## config.mk

```make
export PLATFORM = sky130hd
export DESIGN_NAME = xor_checked_frame_receiver_unit
export DESIGN_NICKNAME = d
export VERILOG_FILES = /design/src/xcfr_pkg.sv /design/src/xcfr_buf.sv /design/src/xcfr_jobq.sv /design/src/xcfr_front.sv /design/src/xcfr_back.sv /design/src/xor_checked_frame_receiver_unit.sv
export SDC_FILE = /design/constraint.sdc
export NUM_CORES = 1
export LEC_CHECK = 0
export BUFFER_PORTS_ARGS = -buffer_cell sky130_fd_sc_hd__buf_2
export CAP_MARGIN = 25
export CORE_MARGIN = 1.5
export CORE_UTILIZATION = 57
export CTS_CLUSTER_DIAMETER = 30
export DETAILED_ROUTE_END_ITERATION = 8
export HOLD_SLACK_MARGIN = 0.12
export PLACE_DENSITY = 0.73
export RECOVER_POWER = 25
export SETUP_SLACK_MARGIN = 0.15
export SYNTH_ARGS = -nofsm -noshare
export SYNTH_HDL_FRONTEND = slang
export SYNTH_HIERARCHICAL = 1
export SYNTH_SLANG_ARGS = --single-unit
```

## constraint.sdc

```tcl
create_clock -name clock -period 4.5 [get_ports clock]
set_clock_uncertainty 0.15 [all_clocks]
set_input_delay 0.45 -clock clock [delete_from_list [all_inputs] [get_ports clock]]
set_output_delay 0.45 -clock clock [all_outputs]
set_load 0.01 [all_outputs]
```

## src/xcfr_pkg.sv

```systemverilog
// ----------------------------------------------------------------------------
// xcfr_pkg: shared types and constants of the XOR-checked frame receiver
// Status codes, framing characters, the job descriptor that goes from the
// front end to the back end, and small control structs.
// ----------------------------------------------------------------------------
package xcfr_pkg;

   // frame store depth per bank, default and upper limit
   localparam int FRAME_BYTES_DEF = 64;
   localparam int FRAME_BYTES_MAX = 64;
   localparam int JOB_CNT_W       = $clog2(FRAME_BYTES_MAX);

   // framing characters
   localparam logic [7:0] OPEN_MARK   = 8'h23;
   localparam logic [7:0] CLOSE_MARK  = 8'h25;
   localparam logic [7:0] NIBBLE_MASK = 8'h0f;

   typedef logic [2:0] status_type;

   // frame status codes
   localparam status_type ST_GOOD     = 3'd0;
   localparam status_type ST_OVERRUN  = 3'd1;
   localparam status_type ST_SENDER   = 3'd2;
   localparam status_type ST_CHECKSUM = 3'd3;
   localparam status_type ST_SHORT    = 3'd4;

   // register indexes
   localparam logic CSR_EXPECTED_SENDER = 1'b0;
   localparam logic CSR_ACCEPT_ANY      = 1'b1;

   // reset value of the expected sender id
   localparam logic [7:0] EXPECTED_SENDER_RST = 8'd75;

   typedef struct packed {
      logic [7:0] expected_sender;
      logic       accept_any_sender;
   } cfg_type;

   // one closed frame, waiting for the back end
   typedef struct packed {
      status_type           status;
      logic [7:0]           sender;
      logic [JOB_CNT_W-1:0] count;   // payload bytes of a good frame
      logic                 bank;    // buffer bank holding the frame
   } job_type;

   typedef struct packed {
      logic full;
      logic empty;
   } jobq_stat_type;

endpackage

```

## src/xcfr_buf.sv

```systemverilog
// ----------------------------------------------------------------------------
// xcfr_buf: two-bank frame buffer
// One write port for the front end, one registered read port for the back
// end. Each bank holds one frame.
// ----------------------------------------------------------------------------
module xcfr_buf #(
   parameter int ADDR_W = 6
) (
   input  logic              clock,
   input  logic              wr_en,
   input  logic [ADDR_W:0]   wr_addr,
   input  logic [7:0]        wr_data,
   input  logic [ADDR_W:0]   rd_addr,
   output logic [7:0]        rd_data
);

   localparam int DEPTH = 2 ** (ADDR_W + 1);

   logic [7:0] mem [DEPTH];
   logic [7:0] rd_data_ff;

   // write port
   always_ff @(posedge clock) begin
      if (wr_en) begin
         mem[wr_addr] <= wr_data;
      end
   end

   // registered read port
   always_ff @(posedge clock) begin
      rd_data_ff <= mem[rd_addr];
   end

   assign rd_data = rd_data_ff;

endmodule

```

## src/xcfr_jobq.sv

```systemverilog
// ----------------------------------------------------------------------------
// xcfr_jobq: two-entry job queue
// Holds closed frames between the front end and the back end. The head
// stays until the back end loads its last beat into its output register.
// ----------------------------------------------------------------------------
module xcfr_jobq (
   input  logic                     clock,
   input  logic                     reset,
   input  logic                     push,
   input  xcfr_pkg::job_type        push_job,
   input  logic                     pop,
   output xcfr_pkg::job_type        head_job,
   output xcfr_pkg::jobq_stat_type  stat
);
   import xcfr_pkg::*;

   job_type    entry_ff [2];
   logic       wr_ptr_ff, wr_ptr_in;
   logic       rd_ptr_ff, rd_ptr_in;
   logic [1:0] cnt_ff, cnt_in;

   // pointer and count update
   always_comb begin
      wr_ptr_in = push ? ~wr_ptr_ff : wr_ptr_ff;
      rd_ptr_in = pop  ? ~rd_ptr_ff : rd_ptr_ff;
      unique case ({push, pop})
         2'b10:   cnt_in = cnt_ff + 2'd1;
         2'b01:   cnt_in = cnt_ff - 2'd1;
         default: cnt_in = cnt_ff;
      endcase
   end

   always_ff @(posedge clock) begin
      if (reset) begin
         wr_ptr_ff <= 1'b0;
         rd_ptr_ff <= 1'b0;
         cnt_ff    <= 2'd0;
      end else begin
         wr_ptr_ff <= wr_ptr_in;
         rd_ptr_ff <= rd_ptr_in;
         cnt_ff    <= cnt_in;
      end
   end

   // entry storage
   always_ff @(posedge clock) begin
      if (push) begin
         entry_ff[wr_ptr_ff] <= push_job;
      end
   end

   assign head_job   = entry_ff[rd_ptr_ff];
   assign stat.full  = (cnt_ff == 2'd2);
   assign stat.empty = (cnt_ff == 2'd0);

endmodule

```

## src/xcfr_front.sv

```systemverilog
// ----------------------------------------------------------------------------
// xcfr_front: receive front end
// Accepts bytes, tracks framing, writes frame bytes into the current
// buffer bank and, on the closing character, checks the frame and queues
// a job for the back end.
// ----------------------------------------------------------------------------
module xcfr_front #(
   parameter int FRAME_BYTES = 64,
   parameter int ADDR_W      = 6
) (
   input  logic                     clock,
   input  logic                     reset,
   input  logic                     req_valid,
   input  logic [7:0]               req_rx_byte,
   output logic                     req_stall,
   input  xcfr_pkg::cfg_type        cfg,
   input  xcfr_pkg::jobq_stat_type  q_stat,
   output logic                     mem_wr_en,
   output logic [ADDR_W:0]          mem_wr_addr,
   output logic [7:0]               mem_wr_data,
   output logic                     job_push,
   output xcfr_pkg::job_type        job
);
   import xcfr_pkg::*;

   localparam logic [ADDR_W-1:0] FILL_LIMIT = ADDR_W'(FRAME_BYTES - 1);
   localparam logic [ADDR_W-1:0] MIN_FILL   = ADDR_W'(3);

   logic              in_frame_ff, in_frame_in;
   logic [ADDR_W-1:0] fill_ff, fill_in;
   logic              overrun_ff, overrun_in;
   logic [7:0]        xor_ff, xor_in;
   logic [7:0]        sender_ff, sender_in;
   logic [7:0]        last1_ff, last1_in;   // most recent stored byte
   logic [7:0]        last2_ff, last2_in;   // the one before it
   logic              bank_ff, bank_in;

   logic       accept;
   logic       is_open;
   logic       is_close;
   logic       is_data;
   logic       store;
   logic [7:0] chk_sum;
   logic [7:0] chk_ref;
   status_type status;

   assign req_stall = q_stat.full;
   assign accept    = req_valid && !q_stat.full;
   assign is_open   = accept && (req_rx_byte == OPEN_MARK);
   assign is_close  = accept && in_frame_ff && (req_rx_byte == CLOSE_MARK);
   assign is_data   = accept && in_frame_ff && (req_rx_byte != 8'd0) &&
                      (req_rx_byte != OPEN_MARK) && (req_rx_byte != CLOSE_MARK);
   assign store     = is_data && (fill_ff < FILL_LIMIT);

   // frame check, first failing check wins
   assign chk_sum = xor_ff ^ last1_ff ^ last2_ff;
   assign chk_ref = (last2_ff & NIBBLE_MASK) | ((last1_ff & NIBBLE_MASK) << 4);

   always_comb begin
      priority if (overrun_ff) begin
         status = ST_OVERRUN;
      end else if (fill_ff < MIN_FILL) begin
         status = ST_SHORT;
      end else if (!cfg.accept_any_sender && (sender_ff != cfg.expected_sender)) begin
         status = ST_SENDER;
      end else if (chk_sum != chk_ref) begin
         status = ST_CHECKSUM;
      end else begin
         status = ST_GOOD;
      end
   end

   // job for the back end
   assign job_push      = is_close;
   assign job.status    = status;
   assign job.sender    = (fill_ff != '0) ? sender_ff : 8'd0;
   assign job.count     = (fill_ff > MIN_FILL) ? JOB_CNT_W'(fill_ff - MIN_FILL)
                                               : JOB_CNT_W'(0);
   assign job.bank      = bank_ff;

   // buffer write
   assign mem_wr_en   = store;
   assign mem_wr_addr = {bank_ff, fill_ff};
   assign mem_wr_data = req_rx_byte;

   // framing state
   always_comb begin
      in_frame_in = in_frame_ff;
      fill_in     = fill_ff;
      overrun_in  = overrun_ff;
      xor_in      = xor_ff;
      sender_in   = sender_ff;
      last1_in    = last1_ff;
      last2_in    = last2_ff;
      bank_in     = bank_ff;
      priority if (is_open) begin
         in_frame_in = 1'b1;
         fill_in     = '0;
         overrun_in  = 1'b0;
         xor_in      = 8'd0;
      end else if (is_close) begin
         in_frame_in = 1'b0;
         bank_in     = ~bank_ff;
      end else if (store) begin
         if (fill_ff == '0) begin
            sender_in = req_rx_byte;
         end else begin
            xor_in = xor_ff ^ req_rx_byte;
         end
         last1_in = req_rx_byte;
         last2_in = last1_ff;
         fill_in  = fill_ff + ADDR_W'(1);
      end else if (is_data) begin
         overrun_in = 1'b1;
      end else begin
         // no beat, or an ignored byte: framing holds
         in_frame_in = in_frame_ff;
      end
   end

   always_ff @(posedge clock) begin
      if (reset) begin
         in_frame_ff <= 1'b0;
         fill_ff     <= '0;
         overrun_ff  <= 1'b0;
         xor_ff      <= 8'd0;
         bank_ff     <= 1'b0;
      end else begin
         in_frame_ff <= in_frame_in;
         fill_ff     <= fill_in;
         overrun_ff  <= overrun_in;
         xor_ff      <= xor_in;
         bank_ff     <= bank_in;
      end
   end

   // data registers
   always_ff @(posedge clock) begin
      sender_ff <= sender_in;
      last1_ff  <= last1_in;
      last2_ff  <= last2_in;
   end

endmodule

```

## src/xcfr_back.sv

```systemverilog
// ----------------------------------------------------------------------------
// xcfr_back: result back end
// Takes the job at the head of the queue and sends its result beats:
// one status beat for a bad or empty frame, else one beat per payload
// byte read from the buffer.
// ----------------------------------------------------------------------------
module xcfr_back #(
   parameter int ADDR_W = 6
) (
   input  logic                     clock,
   input  logic                     reset,
   input  xcfr_pkg::job_type        job,
   input  xcfr_pkg::jobq_stat_type  q_stat,
   output logic                     job_pop,
   output logic [ADDR_W:0]          mem_rd_addr,
   input  logic [7:0]               mem_rd_data,
   output logic                     rsp_valid,
   input  logic                     rsp_stall,
   output logic [2:0]               rsp_frame_status,
   output logic [7:0]               rsp_sender_id,
   output logic [7:0]               rsp_payload_byte,
   output logic                     rsp_byte_valid,
   output logic                     rsp_last_result
);
   import xcfr_pkg::*;

   localparam logic [1:0] B_IDLE = 2'd0;
   localparam logic [1:0] B_READ = 2'd1;
   localparam logic [1:0] B_SEND = 2'd2;

   logic [1:0]        state_ff, state_in;
   logic [ADDR_W-1:0] idx_ff, idx_in;
   logic              rsp_valid_ff, rsp_valid_in;
   status_type        rsp_status_ff;
   logic [7:0]        rsp_sender_ff;
   logic [7:0]        rsp_byte_ff;
   logic              rsp_bvalid_ff;
   logic              rsp_last_ff;

   logic       out_free;
   logic       load;
   logic [7:0] ld_byte;
   logic       ld_bvalid;
   logic       ld_last;

   assign out_free    = !rsp_valid_ff || !rsp_stall;
   assign mem_rd_addr = {job.bank, idx_ff};

   // sequencer
   always_comb begin
      state_in  = state_ff;
      idx_in    = idx_ff;
      job_pop   = 1'b0;
      load      = 1'b0;
      ld_byte   = 8'd0;
      ld_bvalid = 1'b0;
      ld_last   = 1'b1;
      unique case (state_ff)
         B_IDLE: begin
            if (!q_stat.empty) begin
               if ((job.status != ST_GOOD) || (job.count == '0)) begin
                  if (out_free) begin
                     load    = 1'b1;
                     job_pop = 1'b1;
                  end
               end else begin
                  idx_in   = ADDR_W'(1);
                  state_in = B_READ;
               end
            end
         end
         B_READ: begin
            state_in = B_SEND;
         end
         B_SEND: begin
            if (out_free) begin
               load      = 1'b1;
               ld_byte   = mem_rd_data;
               ld_bvalid = 1'b1;
               ld_last   = (JOB_CNT_W'(idx_ff) == job.count);
               if (ld_last) begin
                  job_pop  = 1'b1;
                  state_in = B_IDLE;
               end else begin
                  idx_in   = idx_ff + ADDR_W'(1);
                  state_in = B_READ;
               end
            end
         end
         default: begin
            state_in = B_IDLE;
         end
      endcase
   end

   // output register valid
   always_comb begin
      priority if (load) begin
         rsp_valid_in = 1'b1;
      end else if (!rsp_stall) begin
         rsp_valid_in = 1'b0;
      end else begin
         rsp_valid_in = rsp_valid_ff;
      end
   end

   always_ff @(posedge clock) begin
      if (reset) begin
         state_ff     <= B_IDLE;
         idx_ff       <= '0;
         rsp_valid_ff <= 1'b0;
      end else begin
         state_ff     <= state_in;
         idx_ff       <= idx_in;
         rsp_valid_ff <= rsp_valid_in;
      end
   end

   // output payload
   always_ff @(posedge clock) begin
      if (load) begin
         rsp_status_ff <= job.status;
         rsp_sender_ff <= job.sender;
         rsp_byte_ff   <= ld_byte;
         rsp_bvalid_ff <= ld_bvalid;
         rsp_last_ff   <= ld_last;
      end
   end

   assign rsp_valid        = rsp_valid_ff;
   assign rsp_frame_status = rsp_status_ff;
   assign rsp_sender_id    = rsp_sender_ff;
   assign rsp_payload_byte = rsp_byte_ff;
   assign rsp_byte_valid   = rsp_bvalid_ff;
   assign rsp_last_result  = rsp_last_ff;

endmodule

```

## src/xor_checked_frame_receiver_unit.sv

```systemverilog
// A status-only frame's result beat is loaded from the queue head into the output
// register; a frame with payload first passes through the back end's read state.
// Throughput: one received byte per cycle while the input is not stalled; each
// payload beat takes a buffer read, then an output register load, in sequence.
// Input stalls only while two closed frames still wait to be sent.
// Reset: synchronous, clears framing, queue and output state; buffer keeps data.
// ----------------------------------------------------------------------------
// xor_checked_frame_receiver_unit: delimited frame receiver, XOR checksum
// Front end frames and checks bytes into a two-bank buffer, a job queue
// decouples it from the back end that sends status and payload beats.
// ----------------------------------------------------------------------------
module xor_checked_frame_receiver_unit #(
   parameter int FRAME_BYTES = xcfr_pkg::FRAME_BYTES_DEF
) (
   input  logic       clock,
   input  logic       reset,
   input  logic       req_valid,
   output logic       req_stall,
   input  logic [7:0] req_rx_byte,
   output logic       rsp_valid,
   input  logic       rsp_stall,
   output logic [2:0] rsp_frame_status,
   output logic [7:0] rsp_sender_id,
   output logic [7:0] rsp_payload_byte,
   output logic       rsp_byte_valid,
   output logic       rsp_last_result,
   input  logic       csr_wr_en,
   input  logic       csr_index,
   input  logic [7:0] csr_wr_data
);
   import xcfr_pkg::*;

   localparam int ADDR_W = $clog2(FRAME_BYTES);

   logic [7:0] exp_sender_ff, exp_sender_in;
   logic       accept_any_ff, accept_any_in;

   cfg_type       cfg;
   jobq_stat_type q_stat;
   job_type       push_job;
   job_type       head_job;
   logic          job_push;
   logic          job_pop;

   logic              mem_wr_en;
   logic [ADDR_W:0]   mem_wr_addr;
   logic [7:0]        mem_wr_data;
   logic [ADDR_W:0]   mem_rd_addr;
   logic [7:0]        mem_rd_data;

   // configuration registers
   always_comb begin
      exp_sender_in = exp_sender_ff;
      accept_any_in = accept_any_ff;
      if (csr_wr_en) begin
         unique case (csr_index)
            CSR_EXPECTED_SENDER: exp_sender_in = csr_wr_data;
            CSR_ACCEPT_ANY:      accept_any_in = csr_wr_data[0];
            default:             exp_sender_in = exp_sender_ff;
         endcase
      end
   end

   always_ff @(posedge clock) begin
      if (reset) begin
         exp_sender_ff <= EXPECTED_SENDER_RST;
         accept_any_ff <= 1'b0;
      end else begin
         exp_sender_ff <= exp_sender_in;
         accept_any_ff <= accept_any_in;
      end
   end

   assign cfg.expected_sender   = exp_sender_ff;
   assign cfg.accept_any_sender = accept_any_ff;

   // front end
   xcfr_front #(
      .FRAME_BYTES (FRAME_BYTES),
      .ADDR_W      (ADDR_W)
   ) u_front (
      .clock       (clock),
      .reset       (reset),
      .req_valid   (req_valid),
      .req_rx_byte (req_rx_byte),
      .req_stall   (req_stall),
      .cfg         (cfg),
      .q_stat      (q_stat),
      .mem_wr_en   (mem_wr_en),
      .mem_wr_addr (mem_wr_addr),
      .mem_wr_data (mem_wr_data),
      .job_push    (job_push),
      .job         (push_job)
   );

   // frame buffer
   xcfr_buf #(
      .ADDR_W (ADDR_W)
   ) u_buf (
      .clock   (clock),
      .wr_en   (mem_wr_en),
      .wr_addr (mem_wr_addr),
      .wr_data (mem_wr_data),
      .rd_addr (mem_rd_addr),
      .rd_data (mem_rd_data)
   );

   // job queue
   xcfr_jobq u_jobq (
      .clock    (clock),
      .reset    (reset),
      .push     (job_push),
      .push_job (push_job),
      .pop      (job_pop),
      .head_job (head_job),
      .stat     (q_stat)
   );

   // back end
   xcfr_back #(
      .ADDR_W (ADDR_W)
   ) u_back (
      .clock            (clock),
      .reset            (reset),
      .job              (head_job),
      .q_stat           (q_stat),
      .job_pop          (job_pop),
      .mem_rd_addr      (mem_rd_addr),
      .mem_rd_data      (mem_rd_data),
      .rsp_valid        (rsp_valid),
      .rsp_stall        (rsp_stall),
      .rsp_frame_status (rsp_frame_status),
      .rsp_sender_id    (rsp_sender_id),
      .rsp_payload_byte (rsp_payload_byte),
      .rsp_byte_valid   (rsp_byte_valid),
      .rsp_last_result  (rsp_last_result)
   );

endmodule
```

==> flow_summary.toml <==
[synth]
syn_area_per_cell_um2 = 21.8
share_of_the_synthesized_area_in_the_top_cell_type_pct = 73.7
mappedNetlistNets = 2082
synth_sequential_area_ratio_pct = 75.8
synth_instances = 2056
synth.area.mux_share_pct = 17.7
syn-cell-area_um2 = 44900
synth_simple_gate_area_share_pct = 3.35
netlist-cell-type-count = 59
post-synth-top-area-cell = "edfxtp_1"
yosys.area_share.adder_pct = 0.112
synth-edff-count = 1101
synth_compound_area_share_pct = 0.915
yosys_warnings = 6
combinational_family_with_the_most_area_after_synthesis = "multiplexers"
synth-xor-area-share_pct = 0.703
synth.ff_latch_count = 1149
synthFlopType = "edfxtp_1"
ys_async_sr_fraction_pct = 0
post_synth_main_area_contributors = "edfxtp_1 (74%), mux4_2 (17%), dfxtp_1 (2.1%), nor2_1 (1.3%), mux2_2 (0.65%)"

[global_route]
grt_max_degree = 107
grt_first_pass_wirelength_um = 153000
number_of_global_route_vias_before_repair = 23100
total_gr_overflow = 0
antenna_found_initial = 3
groute.usage.overall_pct = 26.3

[timing]
finalHoldViolCount = 0
totalNegativeSetupSlack_ns = 0
setup_repair_after_global_routing_missed_its_margin = "false"
tightestPinTransition_ns = 2.63
max_clock_freq_mhz = 250
slew_headroom_pct = -75.1
postLayoutSetupSlackWorst_ns = 0.506
report.final.slew_viol_count = 425
min_period_ns = 3.99
post-route-period-util_pct = 88.8
finalSetupViolations = 0

[power_and_ir_drop]
max-vdd-ir-drop_mv = 0.353
power_density_nw_per_um2 = 490
power.sequential.fraction_pct = 44.8
leakagePower_nw = 16.6
power_switching_mw = 5.45
power_share_of_the_clock_group_pct = 54.3
sw_frac_of_total_pct = 20.8
cellInternalPower_mw = 20.7
power.share.combinational_pct = 0.9

[run]
cap_viol_max_count = 7

[routing]
remaining_number_of_nets_flagged_by_the_antenna_check_after_routing = 0
detail_route.first_pass.iterations = 6
drc = 0
post_drt_via_cell_ratio = 6.42
finalWirelength_um = 105000
detail_route.iter0.violations = 2561
vias = 22400
routed_wl_per_cell_um = 29.9

[die]
starting_density_of_the_core_pct = 57.7
die_height_um = 284
io_pins = 45
floorplan.die_area_um2 = 80400
core_region_area_um2 = 77700
placementRows = 102
die_width_um = 284

[clocking]
cts_tree = "done"
cts.sink_count = 1149
worst_setup_hold_path_clk_slew_ns = 0.05
insertion_delay_of_the_later_clocked_pin_in_the_worst_skew_pair_ns = 0.76
cts_setup_buffers = 0
post_cts_resized = 0
clock_path_buffers = 3
cts_made_buffers = 181
cts_max_level = 4
post_cts_hold_buffer_count = 35
cts-root-buf = "clkbuf_16"

[final_layout]
layout_common_cells = "edfxtp_1 (1,101), mux4_2 (336), clkbuf_16 (182)"
num_antenna_cells = 0
layout_commonest_cell = "edfxtp_1"
postLayoutCellArea_um2 = 53400
drive_above_1_share_pct = 33.2
layout.nets = 2325
area_growth_syn_to_layout_pct = 19.0

[hold_path]
hold_path_depth = 5
hold_class = "in -> reg"
holdCritStartpoint = "req_rx_byte[3]"
holdPathEnd = "u_front/overrun_ff"

[outcome]
violations = "capacitance limit, slew limit"
outcome = "finished with violations"

[setup_path]
ff2ff_path_depth = 9
r2r_setup_slack_ns = 0.70
crit_fanout = 92
critPathRequiredTime_ns = 4.61
cp-start-kind = "input pin"
critical_path_class = "in -> reg"
reg2reg_from = "u_jobq/cnt_ff[0]"
cp.arrival_ns = 4.11
regToRegEndpoint = "u_buf/mem[28][0]"
crit_path_end_kind = "register"

[placement]
detailedPlace.worstSlack_ns = 0.611
dpl.hpwl_um = 58900
last_weighted_congestion_value_of_the_routability_driven_placer = 0.844
placed_area_um2 = 46700
number_of_buffer_cells_added_on_primary_ports = 44
-- worst max-delay path by stage --
| stage | startpoint | to | cells after the start |
|---|---|---|---|
| after global placement | req_rx_byte[5] | u_buf/mem[28][3] | 9 |
| after floorplan | register | u_back/rsp_byte_valid | 7 |
| after detailed placement | req_rx_byte[0] | u_buf/mem[28][3] | 9 |
| after CTS | u_jobq/cnt_ff[0] | u_buf/mem[28][0] | 9 |
| final | req_rx_byte[4] | u_buf/mem[123][4] | 5 |
| after global routing | req_rx_byte[4] | u_buf/mem[123][4] | 5 |
-- critical path, stage by stage --
cell           delay, ns
dlygate4sd3_1       0.52
clkbuf_4            0.13
clkbuf_1            1.20
clkbuf_1            0.35
buf_2               1.37
-- routing by layer --
| layer | vias to the layer above | global-route usage (%) | share of wire [%] |
|---|---|---|---|
| li1 | 9106 | - | - |
| met1 | 11900 | 36.5 | 38 |
| met2 | 1209 | 42.5 | 50 |
| met3 | 187 | 5.39 | 8.5 |
| met4 | 2 | 8.58 | 2.8 |
| met5 | - | 0 | 0.012 |
-- power by group through the flow --
stage	Sequential (mW)	Combinational (mW)	Clock (mW)
floorplan	11.9	0.0982	0
global placement	11.9	0.196	0
detailed placement	11.9	0.211	0
CTS	11.7	0.233	14.4
global route	11.7	0.252	14.8
finish	11.7	0.235	14.2
-- flip-flops by register name (all words and copies together) (netlist names), 2 cells and up, named ones only --
| signal | flops |
|---|---|
| u_front/xor_ff | 8 |
| u_buf/rd_data | 8 |
| u_back/rsp_sender_id | 8 |
| exp_sender_ff | 8 |
| u_buf/mem | 1024 |
| u_back/rsp_frame_status | 3 |
| u_front/fill_ff | 6 |
| u_front/sender_ff | 8 |
| u_front/last1_ff | 8 |
| u_jobq/entry_ff | 36 |
| u_front/last2_ff | 4 |
| u_back/rsp_payload_byte | 8 |
| u_back/state_ff | 2 |
| u_back/idx_ff | 6 |
| u_jobq/cnt_ff | 2 |
-- synth_stat cells, types with 11 or more instances --
cell type,count
clkbuf_1,50
nor3_1,14
nand3_1,23
dfxtp_1,48
and2_1,13
mux4_2,336
nand2_1,34
buf_4,23
mux2_2,26
o21ai_0,13
a21oi_1,20
buf_2,20
xnor2_1,20
nor2_1,151
edfxtp_1,1101
buf_1,18
nor2b_1,11
xor2_1,16
or3_1,12
-- per-stage QoR --
step	total power, mW	hold WS (ns)	util, %	std cells
6_report	26.2	0.202	68.7	3495
5_1_grt	26.8	0.217	68.7	3495
4_1_cts	26.3	0.122	68.7	3490
3_5_place_dp	12.1	0.310	60.1	3116
3_3_place_gp	12.1	0.306	60.1	3116
2_1_floorplan	12.0	0.290	-	2056
-- kinds of logic (layout without fill, tap and decap cells) --
family / Yosys count / after routing
buf+inv: 126 / 525
mux: 369 / 369
compound gates: 64 / 64
simple gates: 308 / 308
fa+ha+maj: 4 / 4
xor+xnor: 36 / 36
flops: 1149 / 1149
-- final cells by class --
| cell class | instances | area [um^2] |
|---|---|---|
| tap | 1040 | 1300 |
| clock buffer | 203 | 4660 |
| clock inverter | 136 | 1680 |
| multi-input combinational | 781 | 10200 |
| fill | 4547 | 24300 |
| sequential | 1149 | 34000 |
| timing repair buffer | 177 | 1450 |
| inverter | 9 | 33.8 |
(Power assumes the default switching activity.)
